**src/rtl/lppp_pkg.sv**
```systemverilog
package lppp_pkg;

  localparam int SqW      = 24;
  localparam int RadW     = 48;
  localparam int RemW     = 26;
  localparam int CordW    = 27;
  localparam int AngW     = 27;

  localparam logic signed [AngW-1:0] Deg90  = 27'sd5898240;
  localparam logic signed [AngW-1:0] Deg180 = 27'sd11796480;
  localparam logic signed [AngW-1:0] Deg360 = 27'sd23592960;

  typedef struct packed {
    logic signed [15:0] point_x;
    logic signed [15:0] point_y;
    logic signed [15:0] point_z;
    logic [7:0]         reflectance;
  } point_t;

  typedef struct packed {
    logic [7:0]  pixel_row;
    logic [8:0]  pixel_col;
    logic [15:0] range_cm;
    logic [7:0]  reflect_out;
    logic        point_valid;
  } result_t;

  typedef struct packed {
    logic [RadW-1:0] rad;
    logic [RemW-1:0] rem;
    logic [SqW-1:0]  root;
  } sq_t;

  typedef struct packed {
    logic signed [CordW-1:0] a;
    logic signed [CordW-1:0] b;
    logic signed [AngW-1:0]  acc;
    logic                    skip;
  } cord_t;

  function automatic logic signed [AngW-1:0] atan_q16(input logic [4:0] idx);
    logic signed [AngW-1:0] v;
    case (idx)
      5'd0:  v = 27'sd2949120;
      5'd1:  v = 27'sd1740967;
      5'd2:  v = 27'sd919879;
      5'd3:  v = 27'sd466945;
      5'd4:  v = 27'sd234379;
      5'd5:  v = 27'sd117304;
      5'd6:  v = 27'sd58666;
      5'd7:  v = 27'sd29335;
      5'd8:  v = 27'sd14668;
      5'd9:  v = 27'sd7334;
      5'd10: v = 27'sd3667;
      5'd11: v = 27'sd1833;
      5'd12: v = 27'sd917;
      5'd13: v = 27'sd458;
      5'd14: v = 27'sd229;
      5'd15: v = 27'sd115;
      5'd16: v = 27'sd57;
      5'd17: v = 27'sd29;
      5'd18: v = 27'sd14;
      5'd19: v = 27'sd7;
      5'd20: v = 27'sd4;
      5'd21: v = 27'sd2;
      5'd22: v = 27'sd1;
      default: v = '0;
    endcase
    return v;
  endfunction

  function automatic cord_t cordic_init(input logic signed [CordW-1:0] a,
                                        input logic signed [CordW-1:0] b);
    cord_t c;
    c.a    = a;
    c.b    = b;
    c.acc  = '0;
    c.skip = 1'b0;
    if (b == '0) begin
      c.acc  = (a >= 0) ? '0 : Deg180;
      c.skip = 1'b1;
    end else if (a == '0) begin
      c.acc  = (b > 0) ? Deg90 : -Deg90;
      c.skip = 1'b1;
    end else if (a < 0) begin
      c.acc = (b >= 0) ? Deg180 : -Deg180;
      c.a   = -a;
      c.b   = -b;
    end
    return c;
  endfunction

endpackage

```
**src/rtl/lppp_sqrt_cell.sv**
```systemverilog
module lppp_sqrt_cell (
  input  logic          clk_i,
  input  lppp_pkg::sq_t lane_i,
  output lppp_pkg::sq_t lane_o
);
  import lppp_pkg::*;

  logic [RemW-1:0] rem_w;
  logic [RemW-1:0] trial_w;
  sq_t             lane_d;
  sq_t             lane_q;

  always_comb begin
    rem_w      = {lane_i.rem[RemW-3:0], lane_i.rad[RadW-1 -: 2]};
    trial_w    = {lane_i.root, 2'b01};
    lane_d.rad = {lane_i.rad[RadW-3:0], 2'b00};
    if (rem_w >= trial_w) begin
      lane_d.rem  = rem_w - trial_w;
      lane_d.root = {lane_i.root[SqW-2:0], 1'b1};
    end else begin
      lane_d.rem  = rem_w;
      lane_d.root = {lane_i.root[SqW-2:0], 1'b0};
    end
  end

  always_ff @(posedge clk_i) begin
    lane_q <= lane_d;
  end

  assign lane_o = lane_q;
endmodule

```
**config.mk**
```make
export PLATFORM = sky130hd
export DESIGN_NAME = lppp_sqrt_cell
export DESIGN_NICKNAME = d
export VERILOG_FILES = /design/src/rtl/lppp_pkg.sv /design/src/rtl/lppp_sqrt_cell.sv
export SDC_FILE = /design/constraint.sdc
export NUM_CORES = 1
export LEC_CHECK = 0
export BUFFER_PORTS_ARGS = -buffer_cell sky130_fd_sc_hd__clkbuf_2
export CAP_MARGIN = 40
export CORE_UTILIZATION = 32
export DETAILED_ROUTE_END_ITERATION = 16
export PLACE_DENSITY_LB_ADDON = 0.08
export SLEW_MARGIN = 25
export SYNTH_ARGS = -nofsm -noshare
export SYNTH_HDL_FRONTEND = slang
export SYNTH_SLANG_ARGS = --single-unit
```
**constraint.sdc**
```tcl
create_clock -name clk_i -period 2.75 [get_ports clk_i]
set_input_delay 0.6875 -clock clk_i [delete_from_list [all_inputs] [get_ports clk_i]]
set_output_delay 0.6875 -clock clk_i [all_outputs]
set_load 0.01 [all_outputs]
```
**After elaboration in Yosys (flattened, before gate mapping)**

Index checks and enable logic that the tools add are counted.

- Mux-type cells: 1
- Order comparisons: 1
- Add/sub/neg operators: 1

Operator list:

| kind | number |
|---|---|
| $mux W50 | 1 |
| $ge A26 B26 Y1 | 1 |
| $sub A26 B26 Y26 | 1 |

- Word-level logic and storage cells: 6
- Register bits: 96
- Output and inout bits: 98
- Input bits: 99

**Longest topological paths before layout**

- Word-level depth: 2
- Depth in mapped cells: 12
- Depth with buffers taken out: 10

**Worst setup path before layout**

No wires, ideal clock.

- Path type: input-to-reg
- Start: input port lane_i[0] in the netlist's numbering
- End: register lane_q, in the netlist lane_o[32]
- Required time: 2.629 ns
- Stages on the path: 11
- Setup time: 0.121 ns
- Path buffers: 1
- Path slack: -0.149 ns
- Data arrival time: 2.778 ns
- Cell sequence: inv_1 -> ha_1 -> nor2b_4 -> o31a_4 -> o221ai_2 -> a21oi_2 -> a41o_4 -> a31oi_4 -> nor2_8 -> buf_6 -> mux2_4

RTL lines:

| item | RTL line | RTL |
|---|---|---|
| start, declared | lppp_sqrt_cell.sv:3 | `input lppp_pkg::sq_t lane_i,` |
| end signal, assigned | lppp_sqrt_cell.sv:27 | `lane_q <= lane_d;` |
| end, declared | lppp_sqrt_cell.sv:11 | `sq_t lane_q;` |

==> run_results.csv <==
group,metric,value,unit
status,status,"finished clean",
synth,seq_area_frac_synth,50.84,%
synth,netlist_area,3780,um2
drt,via_per_inst,4.418,
power_and_ir_drop,power_density,660.9,nW/um2
clock_tree,clock_sinks,96,
drt,vias,3212,
synth,synth-seq-cells,96,
sta,period_minus_slack,2.662,ns
clock_tree,cts_tree,"done",
clock_tree,htreeDepth,3,
sta,rsz0062_at_grt,"false",
sta,fmax,375.7,MHz
clock_tree,cts-resized-gates,0,
floorplanning,die_y,110.7,um
clock_tree,cts_made_buffers,9,
drt,wl,9483,um
synth,synth_cells,331,
final_layout,final_common_cell,"clkbuf_2",
setup_path,path_cells,"clkbuf_2, inv_1, ha_1, a211oi_1, nand3_1, a41oi_2, o21a_1, o21ai_0, a2111oi_1, nor3_1, mux2_4",
flow_run,max-cap-violations,0,
global_route,grt_use_total,15.97,%
drt,wire_per_inst,13.04,um
synth,synth_cell_types,50,
final_layout,syn_to_final_growth,53.19,%
drt,remaining_drc_errors,0,
synth,synth_top_area_share,50.84,%
clock_tree,clkTransAtPathRegs,0.07,ns
final_layout,layout-drive-gt1-share,54.28,%
sta,whs,0.4355,ns
final_layout,final_util,50.50,%
synth,yosysWarnings,0,
setup_path,crit_required,2.99,ns
clock_tree,clockBufferDepth,2,
synth,synth_edf_count,0,
floorplanning,die_x,110.7,um
sta,maxSlewViolCount,0,
place,place_area,5446,um2
drt,dr.pass1.iters,4,
sta,finalHoldViolCount,0,
drt,ant_nets,0,
sta,slew_headroom,67.26,%
clock_tree,post_cts.repair.setup_buffers,0,
power_and_ir_drop,vdd_drop_max,642.0,uV
global_route,grt_pass1_wl,15270,um
floorplanning,die_area,12250,um2
global_route,first_global_vias,3248,
place,hpwlAfterDp,7872,um
clock_tree,cts_root_buf,"clkbuf_16",
synth,synthArstFlopShare,0,%
setup_path,end_kind,"flop",
place,port_buffers,192,
setup_path,arrival,2.90,ns
setup_path,start_kind,"input pin",
floorplanning,rows,39,
place,place.gp.congestion,0.7698,
sta,finalSetupViolCount,0,
synth,synth_flop_cell,"dfxtp_1",
floorplanning,io_pins,197,
synth,synth_top_cell_by_area,"dfxtp_1",
power_and_ir_drop,leakage,2.959,nW
clock_tree,hold_buffers,0,
sta,period_share,96.78,%
global_route,grt_max_degree,18,
floorplanning,start_util,32.96,%
min_path,hold_path.class,"in2reg",
sta,worst-slew-pin-transition,0.4860,ns
drt,drt-initial-drc-count,90,
floorplanning,coreArea,11470,um2
final_layout,largest_reg_flops,96,
setup_path,crit_type,"in2reg",
final_layout,nets,704,
synth,synth.area.top_cells,"dfxtp_1 51%, ha_1 8.6%, mux2_4 6.8%",
final_layout,fin_area,5791,um2
setup_path,critical-path-slowest-cell,"a2111oi_1",
setup_path,path_max_fanout,4,
global_route,overflow,0,
final_layout,antenna_cells,0,
synth,syn_avg_cell_area,11.42,um2
final_layout,layout_common_cells,"192 x clkbuf_2, 96 x dfxtp_1, 52 x buf_4",
setup_path,max_stage_delay,0.42,ns
global_route,antenna_found_initial,0,
==> per-stage QoR <==
stage / power [mW] / setup TNS [ns] / worst slack [ns] / std cells
after floorplan: 2.119 / -0.4242 / -0.02661 / 332
after global placement: 2.495 / -4.597 / -0.2217 / 711
after detailed placement: 2.500 / -4.826 / -0.2745 / 711
after CTS: 3.885 / 0 / 0.08829 / 727
after global routing: 4.022 / 0 / 0.01863 / 727
final: 3.827 / 0 / 0.08844 / 727
==> cell usage after synthesis, drive strengths merged, types with 2 or more instances <==
master	number
nor2b	2
nand2b	2
nor2	12
inv	29
a211o	3
a41oi	2
nand3	3
o21a	9
o21ai	8
nor3	5
a221oi	2
xnor2	16
xor2	7
ha	26
o211ai	2
buf	9
nand2	16
o31ai	2
nand4	7
a21o	10
a31oi	2
a21oi	19
mux2	24
a211oi	2
dfxtp	96
==> power breakdown <==
part,total (mW),switching (mW),internal (mW)
Clock,1.36,0.555,0.808
Combinational,0.916,0.431,0.486
Sequential,1.55,0.0315,1.52
Total,3.83,1.02,2.81
==> final timing paths <==
check	to	slack, ns	start	cells past startpoint
worst min-delay path	lane_o[78]$_DFF_P_	0.44	lane_i[76]	1
worst max-delay path	lane_o[47]$_DFF_P_	0.09	lane_i[4]	11
==> worst max-delay path: cells and delay by family <==
family,cells,cell delay (ns)
mux,1,0.27
buf+inv,2,0.12
fa+ha+maj,1,0.35
compound gates,5,1.18
simple gates,2,0.29
==> cell type report <==
| type | instances | area (um2) |
|---|---|---|
| clock buffers | 9 | 225.2 |
| multi-input cells | 197 | 1853 |
| flip-flops and latches | 96 | 1922 |
| repair buffers | 246 | 1391 |
| well taps | 143 | 178.9 |
| inverters | 29 | 118.9 |
| clock inverters | 7 | 101.3 |
| fillers | 1067 | 5677 |
==> layer usage <==
layer | vias to the layer above | share of wire (%) | global-route usage, %
met1 | 1430 | 46 | 19.28
met4 | 0 | 2.0 | 8.267
met3 | 11 | 6.0 | 4.483
met2 | 124 | 46 | 25.88
met5 | - | 0 | 0
li1 | 1647 | - | -
==> cells by family after synthesis <==
logic type	synth area share [%]
AO/OA/AOI/OAI	13.80
XOR/XNOR	5.329
adder cells (fa/ha/maj)	8.606
buffers and inverters	4.634
flip-flops	50.84
multiplexers	9.103
other	0.09921
AND/OR/NAND/NOR	7.580
No activity file was read; power rests on OpenSTA's default activity.
