**src/rtl/lppp_pkg.sv**
```systemverilog
package lppp_pkg;

  localparam int SqW      = 24;
  localparam int RadW     = 48;
  localparam int RemW     = 26;
  localparam int CordW    = 27;
  localparam int AngW     = 27;

  localparam logic signed [AngW-1:0] Deg90  = 27'sd5898240;
  localparam logic signed [AngW-1:0] Deg180 = 27'sd11796480;
  localparam logic signed [AngW-1:0] Deg360 = 27'sd23592960;

  typedef struct packed {
    logic signed [15:0] point_x;
    logic signed [15:0] point_y;
    logic signed [15:0] point_z;
    logic [7:0]         reflectance;
  } point_t;

  typedef struct packed {
    logic [7:0]  pixel_row;
    logic [8:0]  pixel_col;
    logic [15:0] range_cm;
    logic [7:0]  reflect_out;
    logic        point_valid;
  } result_t;

  typedef struct packed {
    logic [RadW-1:0] rad;
    logic [RemW-1:0] rem;
    logic [SqW-1:0]  root;
  } sq_t;

  typedef struct packed {
    logic signed [CordW-1:0] a;
    logic signed [CordW-1:0] b;
    logic signed [AngW-1:0]  acc;
    logic                    skip;
  } cord_t;

  function automatic logic signed [AngW-1:0] atan_q16(input logic [4:0] idx);
    logic signed [AngW-1:0] v;
    case (idx)
      5'd0:  v = 27'sd2949120;
      5'd1:  v = 27'sd1740967;
      5'd2:  v = 27'sd919879;
      5'd3:  v = 27'sd466945;
      5'd4:  v = 27'sd234379;
      5'd5:  v = 27'sd117304;
      5'd6:  v = 27'sd58666;
      5'd7:  v = 27'sd29335;
      5'd8:  v = 27'sd14668;
      5'd9:  v = 27'sd7334;
      5'd10: v = 27'sd3667;
      5'd11: v = 27'sd1833;
      5'd12: v = 27'sd917;
      5'd13: v = 27'sd458;
      5'd14: v = 27'sd229;
      5'd15: v = 27'sd115;
      5'd16: v = 27'sd57;
      5'd17: v = 27'sd29;
      5'd18: v = 27'sd14;
      5'd19: v = 27'sd7;
      5'd20: v = 27'sd4;
      5'd21: v = 27'sd2;
      5'd22: v = 27'sd1;
      default: v = '0;
    endcase
    return v;
  endfunction

  function automatic cord_t cordic_init(input logic signed [CordW-1:0] a,
                                        input logic signed [CordW-1:0] b);
    cord_t c;
    c.a    = a;
    c.b    = b;
    c.acc  = '0;
    c.skip = 1'b0;
    if (b == '0) begin
      c.acc  = (a >= 0) ? '0 : Deg180;
      c.skip = 1'b1;
    end else if (a == '0) begin
      c.acc  = (b > 0) ? Deg90 : -Deg90;
      c.skip = 1'b1;
    end else if (a < 0) begin
      c.acc = (b >= 0) ? Deg180 : -Deg180;
      c.a   = -a;
      c.b   = -b;
    end
    return c;
  endfunction

endpackage

```
**src/rtl/lppp_cordic_cell.sv**
```systemverilog
module lppp_cordic_cell #(
  parameter int unsigned Shift = 0
) (
  input  logic            clk_i,
  input  lppp_pkg::cord_t lane_i,
  output lppp_pkg::cord_t lane_o
);
  import lppp_pkg::*;

  logic signed [CordW-1:0] da_w;
  logic signed [CordW-1:0] db_w;
  logic signed [AngW-1:0]  step_w;
  cord_t                   lane_d;
  cord_t                   lane_q;

  always_comb begin
    da_w   = lane_i.b >>> Shift;
    db_w   = lane_i.a >>> Shift;
    step_w = atan_q16(5'(Shift));
    lane_d = lane_i;
    if (!lane_i.skip) begin
      if (lane_i.b >= 0) begin
        lane_d.a   = lane_i.a + da_w;
        lane_d.b   = lane_i.b - db_w;
        lane_d.acc = lane_i.acc + step_w;
      end else begin
        lane_d.a   = lane_i.a - da_w;
        lane_d.b   = lane_i.b + db_w;
        lane_d.acc = lane_i.acc - step_w;
      end
    end
  end

  always_ff @(posedge clk_i) begin
    lane_q <= lane_d;
  end

  assign lane_o = lane_q;
endmodule

```
**config.mk**
```make
export PLATFORM = sky130hd
export DESIGN_NAME = lppp_cordic_cell
export DESIGN_NICKNAME = d
export VERILOG_FILES = /design/src/rtl/lppp_pkg.sv /design/src/rtl/lppp_cordic_cell.sv
export SDC_FILE = /design/constraint.sdc
export NUM_CORES = 1
export LEC_CHECK = 0
export BUFFER_PORTS_ARGS = -buffer_cell sky130_fd_sc_hd__buf_2
export CORE_ASPECT_RATIO = 1.75
export CORE_UTILIZATION = 25
export DETAILED_ROUTE_END_ITERATION = 10
export GPL_TIMING_DRIVEN = 0
export MAX_ROUTING_LAYER = met4
export PLACE_DENSITY_LB_ADDON = 0.12
export SKIP_CTS_REPAIR_TIMING = 1
export SYNTH_ARGS = -nofsm -noshare
export SYNTH_HDL_FRONTEND = slang
export SYNTH_SLANG_ARGS = --single-unit
```
**constraint.sdc**
```tcl
create_clock -name clk_i -period 3.3 [get_ports clk_i]
set_input_delay 0 -clock clk_i [delete_from_list [all_inputs] [get_ports clk_i]]
set_output_delay 0 -clock clk_i [all_outputs]
set_load 0.01 [all_outputs]
```
* After elaboration in Yosys (flattened, before gate mapping) *
Index checks and enable logic that the tools add are counted.

storage, ports and cells
  register bits after elaboration = 82
  output and inout bits = 82

cells by class
  $add $sub $neg = 5
  order comparisons = 1
  mux-type cells = 2

operators by type and width
  operator                                                            number
  2-to-1 mux 81 bit                                                   2
  subtractor 27 bit                                                   2
  adder 27 x 23 -> 27 bit, second input constant                      1
  adder 27 bit                                                        1
  greater-or-equal comparator 27 x 1 -> 1 bit, second input constant  1
  subtractor 27 x 23 -> 27 bit, second input constant                 1

* Logic depth before layout (Yosys ltp) *
Gate-level depths: netlist (run 1).

  word-level depth = 3
  gate-level depth with buffers = 13
  gate-level depth less buffers = 11

* Least setup slack after synthesis (run 1) *
OpenSTA, ideal clock, no wires.

  path type = in2reg
  start point = in lane_i[54] (netlist name)
  end point = reg lane_q (netlist bit lane_o[27])
  stages on the path = 13
  arrival time = 2.592 ns
  setup slack = 0.636 ns
  buffers on the path = 3
  data required time = 3.228 ns
  cells stage by stage = clkbuf_1 -> inv_1 -> clkbuf_1 -> buf_1 -> ha_1 -> nor2b_1 -> o21ai_0 -> a21boi_0 -> o31ai_1 -> a211oi_1 -> o21a_1 -> nor3_1 -> xor2_1

RTL lines
  item                  line                    RTL
  from (decl)           lppp_cordic_cell.sv:5   input lppp_pkg::cord_t lane_i,
  to (signal assigned)  lppp_cordic_cell.sv:35  lane_q <= lane_d;
  to (decl)             lppp_cordic_cell.sv:14  cord_t lane_q;

==> flow_summary.ini, run 1 <==
[outcome]
status = finished, violations left
violations = hold timing

[power_and_ir_drop]
p_clk_frac = 0.290
power_switching_mw = 1.459
seqPwrFrac = 0.302
p_int_mw = 2.341
p_leak_nw = 4.540
power_frac_comb = 0.407
peakVddDrop_mv = 0.2753
switching_share = 0.3839
p_per_area_nw_per_um2 = 388.0

[synthesis]
synth_area_um2 = 7462
synth-seq-cells = 82
synth-main-ff-cell = dfxtp_1
ys_seq_area_frac = 0.2200
synth-async-reset-ratio = 0
synth.area.mux_share = 0.04779
syn-instance-count = 971
yosys_warnings = 0
synth_edf_count = 0
synth-xor-area-share = 0.05516
synth_nets = 1145
synthAdderAreaFrac = 0.1566
synth_area_per_cell_um2 = 7.685
yosys.area_share.simple = 0.1814
synth_top_family_by_area = compound AO/OA/AOI/OAI gates
synth_compound_area_frac = 0.2674
yosysUniqueCellTypes = 76

[global_route]
first_global_vias = 7980
grt_pass1_wl_um = 47330
grt_use_total = 0.2170
grt_remaining_overflow = 0
grt_max_degree = 18
grt_antenna_before_repair = 0

[floorplanning]
die_w_um = 132.6
fp-row-count = 83
coreArea_um2 = 29390
dieHeight_um = 230.6
die_area_um2 = 30570
initial_core_util = 0.2539
io_pins = 165

[cells_and_area]
area_growth_syn_to_layout_pct = 31.25
final_cells = 1604
n_antenna_cell = 0
final_nets = 1391
drive_above_1_share = 0.1776
largest_reg_flops = 82

[clocking]
clk_root_buffer_cell = clkbuf_16
htreeDepth = 3
numCtsBuffers = 9
cts_buffer_depth = 2
cts.sinks = 82
cts_tree = built
path_clk_slew_ns = 0.07

[placed_design]
dp_slack_ns = -0.8412
portBuffers = 164
routabilityCongestion = 0.9398
hpwl_um = 25800
place_inst = 1517

[sta]
finalSetupTns_ns = 0
fin_crit_sh = 0.9765
drv_slew = 0
fmax_mhz = 310.3
hold_viol_final = 3
fin_ws_ns = 0.07752
fin_hold_ws_ns = -0.03803
fin_crit_ns = 3.222
tightestPinTransition_ns = 1.164
relSlewSlack = 0.2241
setup_viol = 0

[flow_run]
maxCapViolCount = 0

[setup_path]
path_common_cell = nand4_1
crit_required_ns = 3.57
cp_data_arrival_time_ns = 3.49
cp_max_fo = 6
endpoint_kind = register
crit_slowest_cell = dlygate4sd3_1
path_cells = dlygate4sd3_1 -> buf_2 -> ha_1 -> nor2b_1 -> o2111ai_1 -> nand3_1 -> nand4_1 -> nand4_1 -> a21boi_0 -> mux2_2 -> a2111oi_2
start_kind = input port
max_stage_delay_ns = 0.53
worstSetupPathType = input port to register

[min_path]
holdCritPathClass = input port to register

[route]
vias_per_cell = 5.024
vias = 8059
dr.pass1.iters = 5
drc = 0
drt_iter0_markers = 570
ant_nets = 0
wl_per_cell_um = 20.10
routed_wl_um = 32250
==> Yosys cell counts (15+ instances only) <==
| cell type | instances | area [um^2] |
|---|---|---|
| dfxtp_1 | 82 | 1642 |
| nand2_1 | 68 | 255.2 |
| nor3_1 | 26 | 130.1 |
| xnor2_1 | 37 | 324.1 |
| nor2_1 | 70 | 262.8 |
| o21bai_1 | 17 | 127.6 |
| ha_1 | 87 | 1089 |
| nand2b_1 | 16 | 100.1 |
| nand4_1 | 15 | 93.84 |
| clkbuf_1 | 36 | 135.1 |
| mux2i_1 | 30 | 300.3 |
| nand3_1 | 17 | 85.08 |
| inv_1 | 83 | 311.6 |
| a21oi_1 | 88 | 440.4 |
| nor2b_1 | 16 | 100.1 |
| o21ai_0 | 69 | 345.3 |
| a21o_1 | 21 | 157.7 |
==> power groups by stage <==
stage	Clock, mW	Combinational (mW)	Sequential [mW]
6_report	1.10	1.55	1.15
5_1_grt	1.19	1.69	1.16
4_1_cts	1.16	1.48	1.15
3_5_place_dp	0	1.47	1.17
3_3_place_gp	0	1.48	1.17
2_1_floorplan	0	0.846	1.25
==> cell type report <==
class,count,area (um^2)
Fill cell,3228,19600
Multi-Input combinational cell,752,5286
Sequential cell,82,1642
Timing Repair Buffer,236,1541
Tap cell,382,478.0
Inverter,84,315.3
Clock buffer,9,225.2
Buffer,52,219.0
Clock inverter,7,87.58
==> per-stage QoR <==
stage / utilization / instance area (um^2) / total power [mW]
floorplan: - / 7462 / 2.094
global placement: 0.2981 / 8761 / 2.651
detailed placement: 0.2981 / 8761 / 2.647
CTS: 0.3087 / 9074 / 3.795
global route: 0.3333 / 9794 / 4.044
finish: 0.3333 / 9794 / 3.800
==> path summary, 6_finish.rpt <==
kind / to / slack [ns] / startpoint / cells past startpoint
hold / removal: lane_o[68] / -0.04 / lane_i[68] / 3
setup / recovery: lane_o[51] / 0.08 / lane_i[56] / 11
==> cells by family (layout without fill, tap and decap cells) <==
family,Yosys count,in the layout
and+or+nand+nor,273,273
muxes,35,35
DFF,82,82
AOI/OAI and AO/OA,306,306
buffers and inverters,137,388
adders and majority gates,91,91
xor gates and xnor gates,47,47
==> layer usage <==
metal | global-route usage | wire length [um] | vias to the layer above | part of all wire
met5 | - | 0 | - | 0
met4 | 0.1408 | 1948 | 0 | 0.060
met3 | 0.02877 | 895 | 89 | 0.028
met2 | 0.4155 | 17960 | 229 | 0.56
met1 | 0.1986 | 11450 | 3808 | 0.35
li1 | - | - | 3933 | -
==> cells in the final DEF (no fill, tap or decap), types with 5 or more instances in the layout <==
cell type	count
a21oi_1	88
o31ai_1	9
and2_1	5
xnor2_1	37
nor3_1	26
nand4_1	15
ha_1	87
and3_1	10
a21boi_0	7
nor2b_1	16
dfxtp_1	82
dlygate4sd3_1	72
nand2_1	68
or2_2	7
clkbuf_1	34
o21bai_1	17
o31a_1	6
o211ai_1	7
buf_2	174
a21o_1	21
o21ai_0	69
o21a_1	8
nand2b_1	16
a31oi_1	9
clkbuf_16	9
xor2_1	10
a211oi_1	10
nor2_1	70
a211o_1	5
nand3_1	17
mux2i_1	30
buf_1	6
inv_1	83
o21ai_1	5
==> worst max-delay path: cells and delay by family <==
kind	cells	cell delay (ns)
AOI/OAI and AO/OA	3	1.17
adders and majority gates	1	0.32
buffers and inverters	2	0.71
and+or+nand+nor	4	0.87
muxes	1	0.41
(Power assumes the default switching activity.)
==> inputs of run 2 (changes only) <==
--- a/config.mk
+++ b/config.mk
@@ -12,6 +12,7 @@
 export GPL_TIMING_DRIVEN = 0
 export MAX_ROUTING_LAYER = met4
 export PLACE_DENSITY_LB_ADDON = 0.12
+export SETUP_SLACK_MARGIN = 0.5
 export SKIP_CTS_REPAIR_TIMING = 1
 export SYNTH_ARGS = -nofsm -noshare
 export SYNTH_HDL_FRONTEND = slang
==> run 2 against run 1 <==
Compared with the run above:
- the run still ends with hold timing left
- hold slack improved by 0.0012 ns
- combinational power barely moved
- count of clock-buffer cells in the layout did not move
- first-iteration DRC count fell by 12%
- die area did not move
- largest cell class unchanged
- highest routed layer unchanged
==> flow_summary.ini, run 2 (synthesis gave the netlist of run 1 again) <==
[setup_path]
cp_max_fo = 4
endpoint_kind = register
crit_buf_inv = 1
worstSetupPathType = input port to register
max_stage_delay_ns = 0.45
crit_slowest_cell = a211oi_2
path_cells = buf_2 -> ha_1 -> fa_1 -> nor2b_1 -> o221ai_1 -> a211oi_2 -> a211oi_2 -> o31ai_2 -> a211oi_1 -> mux2_2 -> a311oi_1
start_kind = input port
crit_required_ns = 3.54
path_depth = 11
path_common_cell = a211oi_2
cp_data_arrival_time_ns = 2.97
cpLargestDelayFamily = compound AO/OA/AOI/OAI gates

[placed_design]
portBuffers = 164
hpwl_um = 25800
place_area_um2 = 8761
routabilityCongestion = 0.9398
dp_slack_ns = -0.8412

[cells_and_area]
stdcell_area_um2 = 9817
seq_area_um2 = 1642
largest_reg_flops = 82
multi_input_area_um2 = 5303
n_antenna_cell = 0
final_nets = 1392
layout_commonest_cell = buf_2
fillers = 3227
drive_above_1_share = 0.1815
mostFrequentLayoutCells = 175 x buf_2, 88 x a21oi_1, 87 x ha_1
area_growth_syn_to_layout_pct = 31.56

[route]
vias = 8055
drt_iter0_markers = 502
routed_wl_um = 32400
ant_nets = 0
drc = 0
dr.pass1.iters = 5
wl_per_cell_um = 20.19
vias_per_cell = 5.019

[power_and_ir_drop]
p_per_area_nw_per_um2 = 387.7
peakVddDrop_mv = 0.2751
p_total_mw = 3.806
p_leak_nw = 4.549

[sta]
fmax_mhz = 366.3
hold_viol_final = 3
rsz0062_at_grt = yes
setup_viol = 0
fin_hold_ws_ns = -0.03683
fin_crit_sh = 0.8272
drv_slew = 0
fin_crit_ns = 2.730
fin_ws_ns = 0.5701
tightestPinTransition_ns = 1.185
relSlewSlack = 0.2102

[floorplanning]
coreArea_um2 = 29390
initial_core_util = 0.2539
fp-row-count = 83
die_w_um = 132.6
io_pins = 165
dieHeight_um = 230.6
die_area_um2 = 30570

[global_route]
grt_antenna_before_repair = 0
grt_max_degree = 18
grt_use_total = 0.2170
first_global_vias = 7980
grt_remaining_overflow = 0
grt_pass1_wl_um = 47330

[outcome]
violations = hold timing
status = finished, violations left

[clocking]
cts_tree = built
clk_root_buffer_cell = clkbuf_16
cts.sinks = 82
cts_buffer_depth = 2
path_clk_slew_ns = 0.07
htreeDepth = 3
numCtsBuffers = 9

[min_path]
min_path_cells = 3
holdCritPathClass = input port to register

[flow_run]
maxCapViolCount = 0
-- run 2: cell types whose count changed in the layout (fill, tap and decap cells not counted), sizes merged --
cell,delta
clkbuf,+1
-- run 2: cell type report --
| class | count | area share |
|---|---|---|
| Inverter | 84 | 0.03212 |
| Clock buffer | 9 | 0.02294 |
| Timing Repair Buffer | 236 | 0.1570 |
| Multi-Input combinational cell | 752 | 0.5401 |
| Buffer | 53 | 0.02294 |
| Clock inverter | 7 | 0.008922 |
| Tap cell | 382 | 0.04869 |
| Sequential cell | 82 | 0.1672 |
-- run 2: layer usage --
metal / GRT usage / vias up / wire (um)
met5: - / - / 0
met2: 0.4155 / 226 / 18110
met4: 0.1408 / 0 / 1882
met1: 0.1986 / 3807 / 11490
met3: 0.02877 / 85 / 912
li1: - / 3937 / -
-- run 2: final timing paths --
check / startpoint / slack, ns / endpoint
setup / recovery: lane_i[55] / 0.57 / lane_o[75]
hold / removal: lane_i[68] / -0.04 / lane_o[68]
-- run 2: through the flow --
| step | hold WS [ns] | std cells | utilization | setup TNS (ns) |
|---|---|---|---|---|
| after CTS | -0.3144 | 1533 | 0.3087 | -0.5642 |
| after global placement | 0.1028 | 1517 | 0.2981 | -2.260 |
| after floorplan | 0.02772 | 971 | - | 0 |
| after global routing | 0.005823 | 1605 | 0.3340 | 0 |
| after detailed placement | 0.1041 | 1517 | 0.2981 | -2.108 |
| final | -0.03683 | 1605 | 0.3340 | 0 |
-- run 2: power breakdown --
part	total (mW)	switching [mW]	internal [mW]
logic	1.55	0.939	0.616
clock network	1.10	0.495	0.607
registers	1.15	0.0281	1.12
